--- src/rtl/sc1eq_pkg.sv ---
// Package with the status codes, prefix bytes and key presence tables of the scan code queue.
`timescale 1ns / 1ps

package sc1eq_pkg;

    typedef enum logic [2:0] {
        ST_QUEUED  = 3'd0,
        ST_NOEVENT = 3'd1,
        ST_DROPPED = 3'd2,
        ST_READ    = 3'd3,
        ST_EMPTY   = 3'd4
    } status_t;

    typedef enum logic {
        REQ_SCAN = 1'b0,
        REQ_READ = 1'b1
    } req_t;

    localparam logic [7:0] PREFIX_EXT   = 8'hE0;
    localparam logic [7:0] PREFIX_PAUSE = 8'hE1;

    // Bit i marks key index i as present.
    localparam logic [127:0] NORMAL_KEYS =
        128'h00000000_018FFFFF_FFFFFFFF_FFFFFFFE;
    localparam logic [127:0] EXT_KEYS =
        128'h00000000_3807AB80_01A00000_30000000;

    // Stored event layout: {released, extended, key_index}.
    typedef struct packed {
        logic       released;
        logic       extended;
        logic [6:0] key_index;
    } key_event_t;

endpackage

--- src/rtl/scancode_set1_event_queue_top.sv ---
// Set 1 scan code decoder feeding a ring buffer of key events.
// The result of an accepted request is registered and appears on the m_ side in the cycle after it is accepted.
// Throughput: one request per cycle while results are taken; the ring memory has one write and one read port.
// The result register frees while its result is taken, so requests never wait on an empty slot.
// Reset (synchronous, active low) clears both prefix flags, both ring pointers and the
// result valid; the ring memory itself is not cleared, since only written entries are read.
`timescale 1ns / 1ps

module scancode_set1_event_queue_top #(
    parameter int DEPTH = 256
) (
    input  logic       aclk,
    input  logic       aresetn,
    input  logic       s_valid,
    output logic       s_ready,
    input  logic       s_req_type,
    input  logic [7:0] s_scan_byte,
    output logic       m_valid,
    input  logic       m_ready,
    output logic [2:0] m_status,
    output logic [6:0] m_key_index,
    output logic       m_extended,
    output logic       m_released,
    output logic [7:0] m_pending_count
);
    import sc1eq_pkg::*;

    localparam int PTR_W = $clog2(DEPTH);
    localparam int CNT_W = PTR_W + 1;

    key_event_t ring_mem [DEPTH];

    logic             ext_prefix_reg, ext_prefix_next;
    logic             pause_prefix_reg, pause_prefix_next;
    logic [PTR_W-1:0] read_ptr_reg, read_ptr_next;
    logic [PTR_W-1:0] write_ptr_reg, write_ptr_next;
    logic             m_valid_reg;
    status_t          status_reg, status_next;
    logic [7:0]       pending_reg, pending_next;
    key_event_t       rd_data_reg;

    logic             accept;
    logic             key_valid;
    logic             key_ext;
    logic             do_write;
    logic             do_read;
    logic [PTR_W-1:0] read_ptr_inc;
    logic [PTR_W-1:0] write_ptr_inc;
    logic [CNT_W-1:0] diff;
    logic [31:0]      diff_wide;
    key_event_t       wr_event;

    assign s_ready = !m_valid_reg || m_ready;
    assign accept  = s_valid && s_ready;

    assign read_ptr_inc  = (read_ptr_reg == PTR_W'(DEPTH - 1)) ? '0 : read_ptr_reg + 1'b1;
    assign write_ptr_inc = (write_ptr_reg == PTR_W'(DEPTH - 1)) ? '0 : write_ptr_reg + 1'b1;

    assign wr_event = '{released: s_scan_byte[7], extended: key_ext,
                        key_index: s_scan_byte[6:0]};

    always_comb begin
        ext_prefix_next   = ext_prefix_reg;
        pause_prefix_next = pause_prefix_reg;
        read_ptr_next     = read_ptr_reg;
        write_ptr_next    = write_ptr_reg;
        status_next       = ST_NOEVENT;
        key_valid         = 1'b0;
        key_ext           = 1'b0;
        do_write          = 1'b0;
        do_read           = 1'b0;

        if (s_req_type == REQ_READ) begin
            if (read_ptr_reg == write_ptr_reg) begin
                status_next = ST_EMPTY;
            end else begin
                do_read       = 1'b1;
                read_ptr_next = read_ptr_inc;
                status_next   = ST_READ;
            end
        end else begin
            if (s_scan_byte == PREFIX_EXT) begin
                ext_prefix_next = 1'b1;
            end else if (s_scan_byte == PREFIX_PAUSE) begin
                pause_prefix_next = 1'b1;
            end else if (ext_prefix_reg) begin
                // The extended prefix is served before a pending pause prefix.
                key_ext         = 1'b1;
                key_valid       = EXT_KEYS[s_scan_byte[6:0]];
                ext_prefix_next = 1'b0;
            end else if (pause_prefix_reg) begin
                pause_prefix_next = 1'b0;
            end else begin
                key_valid = NORMAL_KEYS[s_scan_byte[6:0]];
            end

            if (key_valid) begin
                if (write_ptr_inc == read_ptr_reg) begin
                    status_next = ST_DROPPED;
                end else begin
                    do_write       = 1'b1;
                    write_ptr_next = write_ptr_inc;
                    status_next    = ST_QUEUED;
                end
            end
        end
    end

    // Fill level after this request, saturated to the 8-bit count.
    always_comb begin
        if (write_ptr_next >= read_ptr_next) begin
            diff = CNT_W'(write_ptr_next) - CNT_W'(read_ptr_next);
        end else begin
            diff = CNT_W'(write_ptr_next) + CNT_W'(DEPTH) - CNT_W'(read_ptr_next);
        end
        diff_wide    = 32'(diff);
        pending_next = (diff_wide > 32'd255) ? 8'hFF : diff_wide[7:0];
    end

    always_ff @(posedge aclk) begin
        if (accept && do_write) begin
            ring_mem[write_ptr_reg] <= wr_event;
        end
    end

    always_ff @(posedge aclk) begin
        if (accept && do_read) begin
            rd_data_reg <= ring_mem[read_ptr_reg];
        end
    end

    always_ff @(posedge aclk) begin
        if (!aresetn) begin
            ext_prefix_reg   <= 1'b0;
            pause_prefix_reg <= 1'b0;
            read_ptr_reg     <= '0;
            write_ptr_reg    <= '0;
            m_valid_reg      <= 1'b0;
        end else begin
            if (accept) begin
                ext_prefix_reg   <= ext_prefix_next;
                pause_prefix_reg <= pause_prefix_next;
                read_ptr_reg     <= read_ptr_next;
                write_ptr_reg    <= write_ptr_next;
                m_valid_reg      <= 1'b1;
            end else if (m_ready) begin
                m_valid_reg <= 1'b0;
            end
        end
    end

    always_ff @(posedge aclk) begin
        if (accept) begin
            status_reg  <= status_next;
            pending_reg <= pending_next;
        end
    end

    assign m_valid         = m_valid_reg;
    assign m_status        = status_reg;
    assign m_pending_count = pending_reg;
    assign m_key_index     = (status_reg == ST_READ) ? rd_data_reg.key_index : 7'd0;
    assign m_extended      = (status_reg == ST_READ) ? rd_data_reg.extended : 1'b0;
    assign m_released      = (status_reg == ST_READ) ? rd_data_reg.released : 1'b0;

endmodule

--- config.mk ---
export PLATFORM = sky130hd
export DESIGN_NAME = scancode_set1_event_queue_top
export DESIGN_NICKNAME = d
export VERILOG_FILES = /design/src/rtl/sc1eq_pkg.sv /design/src/rtl/scancode_set1_event_queue_top.sv
export SDC_FILE = /design/constraint.sdc
export NUM_CORES = 2
export LEC_CHECK = 0
export ABC_AREA = 1
export BUFFER_PORTS_ARGS = -buffer_cell sky130_fd_sc_hd__buf_2
export CAP_MARGIN = 25
export CORE_MARGIN = 8
export CORE_UTILIZATION = 42
export CTS_CLUSTER_DIAMETER = 120
export DETAILED_ROUTE_END_ITERATION = 16
export PLACE_DENSITY = 0.63
export SLEW_MARGIN = 30
export SYNTH_ARGS = -nofsm -noshare
export SYNTH_HDL_FRONTEND = slang
export SYNTH_SLANG_ARGS = --single-unit
--- constraint.sdc ---
create_clock -name aclk -period 19.1 [get_ports aclk]
set_clock_uncertainty 0.15 [all_clocks]
set_input_delay 3.82 -clock aclk [delete_from_list [all_inputs] [get_ports aclk]]
set_output_delay 3.82 -clock aclk [all_outputs]
set_load 0.02 [all_outputs]
==> impl_metrics.csv <==
group,metric,value,unit
outcome,status,"finished, final reports clean",
power_and_ir_drop,irDropWorstVdd,0.09854,mV
sta,max_freq,0.1225,GHz
clocking,cts_buffers,225,
floorplan,floorplan.rows,175,
sta,final-max-slew-violation-count,0,
floorplan,fp.dieH,493.3,µm
worst_setup_path,maximum_fanout_count_along_the_critical_path,3,
finish,final_core_utilization,46.68,%
clocking,hold_buffers,0,
worst_setup_path,type_of_element_launching_the_critical_path,"input pin",
worst_setup_path,timing.critical_path.slowest_stage_cell,"sky130_fd_sc_hd__buf_2",
power_and_ir_drop,power_density_over_the_cells,104.7,nW/µm²
sta,grt_setup_unrepaired,"false",
clocking,clock_insertion_delay_worst_skew,870,ps
synthesis,netlist_area,95670,µm²
sta,finalCriticalPeriod,8165,ps
synthesis,syn-mean-instance-area,11.74,µm²
finish,final_area,105900,µm²
worst_setup_path,worstPathArrival,4190,ps
placement,gp_congestion,0.9354,
finish,area_used_by_multi_input_combinational_logic,22880,µm²
synthesis,syn_inst,8152,
floorplan,num_io_pins,35,
global_route,grtUsageTotal,22.33,%
placement,io_buffers,34,
clocking,cts_tree,"yes",
floorplan,starting_density_of_the_core,42.17,%
drt,route.detailed.drc,0,
synthesis,post-synth-top-area-fraction,72.95,%
sta,final.period_utilization,42.75,%
placement,placed_cell_area,98510,µm²
finish,finish.net_count,7982,
synthesis,yosys.cell_count.top_type,"sky130_fd_sc_hd__edfxtp_1",
synthesis,yosysUniqueCellTypes,38,
global_route,grt_antenna_before_repair,10,
sta,report.final.setup_viol,0,
drt,num_vias,63995,
worst_setup_path,timing.critical_path.required,15130,ps
global_route,grt_pass1_vias,61591,
worst_setup_path,setup.worst_path.class,"input pin to output port",
floorplan,die_x,493.3,µm
drt,antenna_nets_post_route,0,
synthesis,proportion_of_register_bits_with_asynchronous_set_or_reset_after_synthesis,0,%
synthesis,synth_common_cells,"2324 x sky130_fd_sc_hd__edfxtp_1, 2144 x sky130_fd_sc_hd__nand2_1, 1989 x sky130_fd_sc_hd__nand3_1, 419 x sky130_fd_sc_hd__nor2_1, 367 x sky130_fd_sc_hd__clkbuf_1",
clocking,cts.reportedPaths.clkPinSlew,60,ps
clocking,clk_root_buffer_cell,"sky130_fd_sc_hd__clkbuf_16",
min_path,worst_hold_path.num_cells,2,
power_and_ir_drop,leakage_power_summed_over_all_cells,0.03589,µW
synthesis,ff_latch_count_synth,2343,
worst_setup_path,worst_path_largest_cell_delay,170,ps
floorplan,fp.coreArea,226800,µm²
worst_setup_path,critical_path.endpoint_type,"output port",
worst_setup_path,worst_r2r_path_depth,20,
clocking,quantity_of_gates_resized_following_cts,0,
floorplan,dieArea,243300,µm²
finish,post_route_cells_drive_above_1_share,6.667,%
synthesis,ys.warnings.count,0,
finish,num-fill-cells,20189,
sta,worst-slew-pin-transition,1077,ps
drt,detailedRoute.firstIterationViolations,9057,
synthesis,total_nets_after_synthesis,8179,
global_route,total_overflow_reported_by_the_global_router,0,
min_path,min_path_type,"flop to flop",
sta,relSlewSlack,28.19,%
global_route,grt_first_pass_wirelength,407.7,mm
global_route,grt_max_degree,237,
finish,ff_latch_area,70190,µm²
drt,detail_route.wl_per_cell,25.14,µm
worst_setup_path,cpMostUsedCell,"sky130_fd_sc_hd__buf_2",
synthesis,synth-edff-count,2324,
clocking,htree_num_levels,4,
worst_setup_path,timing.critical_path.cells,"buf_2, inv_1, nand2_1, buf_2",
synthesis,yosys-top-cells-area,"sky130_fd_sc_hd__edfxtp_1 73%, sky130_fd_sc_hd__nand3_1 10%, sky130_fd_sc_hd__nand2_1 8.4%, sky130_fd_sc_hd__nor2_1 1.6%, sky130_fd_sc_hd__clkbuf_1 1.4%",
finish,largest_reg_flops,2304,
synthesis,synth_area_leader_cell,"sky130_fd_sc_hd__edfxtp_1",
placement,dp_hpwl,164.6,mm
synthesis,yosys_most_used_dff,"sky130_fd_sc_hd__edfxtp_1",
drt,drt_pass1_iterations,9,
clocking,clock-sinks,2343,
clocking,cts.path.max_buffers,3,
finish,area_growth_syn_to_layout,10.69,%
synthesis,synth_seq_area_share,73.34,%
sta,fin_tns_setup,0,ps
drt,wirelength,280.5,mm
sta,hold-worst-slack,331.6,ps
run,max_cap_viol_count,0,
clocking,post-cts-setup-buffer-count,0,
sta,hold_viol_final,0,
drt,vias_per_cell,5.736,
final timing paths:
kind                         to  slack (ps)              from
max reg2reg  m_pending_count[0]       13860   read_ptr_reg[3]
min reg2reg    pause_prefix_reg         330  pause_prefix_reg
max                     s_ready       10940           m_ready
min            pause_prefix_reg         330  pause_prefix_reg
worst max-delay path: cells and delay by family:
family / cells / cell delay (ps)
simple gates: 1 / 70
buf+inv: 3 / 300
layout make-up:
| type | count | share of cell area, % |
|---|---|---|
| well taps | 3009 | 3.555 |
| repair buffers | 134 | 1.171 |
| flip-flops and latches | 2343 | 66.28 |
| multi-input cells | 5091 | 21.61 |
| inverters | 160 | 0.5991 |
| diodes | 3 | 0.007089 |
| clock buffers | 268 | 5.510 |
| clock inverters | 148 | 1.269 |
through the flow:
| stage | std cells | power [µW] | setup WS, ps |
|---|---|---|---|
| after floorplan | 8152 | 6373 | 3172 |
| after global placement | 10731 | 6801 | 10200 |
| after detailed placement | 10735 | 6807 | 10290 |
| after CTS | 11151 | 11110 | 10930 |
| after global routing | 11154 | 11400 | 10920 |
| final | 11156 | 11090 | 10940 |
layer usage:
metal	wire length, µm	global-route usage (%)
met1	111500	30.52
met2	127200	34.66
met3	29050	5.016
met4	12760	9.248
met5	13	0
logic make-up (layout without fill, tap and decap cells):
group                    Yosys count  after routing  synth area share (%)
AND/OR/NAND/NOR                 4641           4641                 21.02
flip-flops                      2343           2343                 73.34
buffers and inverters            718            710                 3.012
AO/OA/AOI/OAI                    426            426                 2.340
adder cells (fa/ha/maj)           14             14                0.1909
XOR/XNOR                          10             10               0.09154
other                              0              3                     0
placed cells by master (no fill, tap or decap), types with 3 or more instances in the layout:
cell	synthesis	final
sky130_fd_sc_hd__nor2_2	2	4
sky130_fd_sc_hd__diode_2	0	3
sky130_fd_sc_hd__o22ai_1	72	72
sky130_fd_sc_hd__ha_1	13	13
sky130_fd_sc_hd__inv_8	0	3
sky130_fd_sc_hd__nor2_1	419	417
sky130_fd_sc_hd__nor3_2	0	47
sky130_fd_sc_hd__nand4_1	11	11
sky130_fd_sc_hd__dfxtp_4	0	6
sky130_fd_sc_hd__edfxtp_1	2324	2324
sky130_fd_sc_hd__dfxtp_1	19	13
sky130_fd_sc_hd__nand2_2	12	13
sky130_fd_sc_hd__inv_6	1	8
sky130_fd_sc_hd__bufinv_16	0	18
sky130_fd_sc_hd__buf_2	115	26
sky130_fd_sc_hd__clkbuf_16	0	227
sky130_fd_sc_hd__nand3_2	7	8
sky130_fd_sc_hd__nor3_1	51	4
sky130_fd_sc_hd__buf_16	0	4
sky130_fd_sc_hd__nand3_1	1989	1988
sky130_fd_sc_hd__xor2_1	6	6
sky130_fd_sc_hd__o21ai_0	242	242
sky130_fd_sc_hd__clkinv_16	0	3
sky130_fd_sc_hd__nand2_1	2144	2143
sky130_fd_sc_hd__inv_1	156	146
sky130_fd_sc_hd__inv_2	1	6
sky130_fd_sc_hd__clkinv_4	0	4
sky130_fd_sc_hd__xnor2_1	4	4
sky130_fd_sc_hd__buf_6	1	9
sky130_fd_sc_hd__buf_8	2	8
sky130_fd_sc_hd__buf_12	0	10
sky130_fd_sc_hd__a21oi_1	104	104
sky130_fd_sc_hd__inv_16	0	3
sky130_fd_sc_hd__clkinv_1	2	60
sky130_fd_sc_hd__clkbuf_1	367	41
sky130_fd_sc_hd__clkinv_2	0	44
sky130_fd_sc_hd__clkinvlp_4	0	9
sky130_fd_sc_hd__buf_4	2	77
sky130_fd_sc_hd__clkinv_8	0	4
report_power, final:
| part | switching (µW) | internal [µW] |
|---|---|---|
| logic | 784 | 242 |
| clock network | 1940 | 2420 |
| registers | 34.7 | 5660 |
No activity file was read; power rests on OpenSTA's default activity.
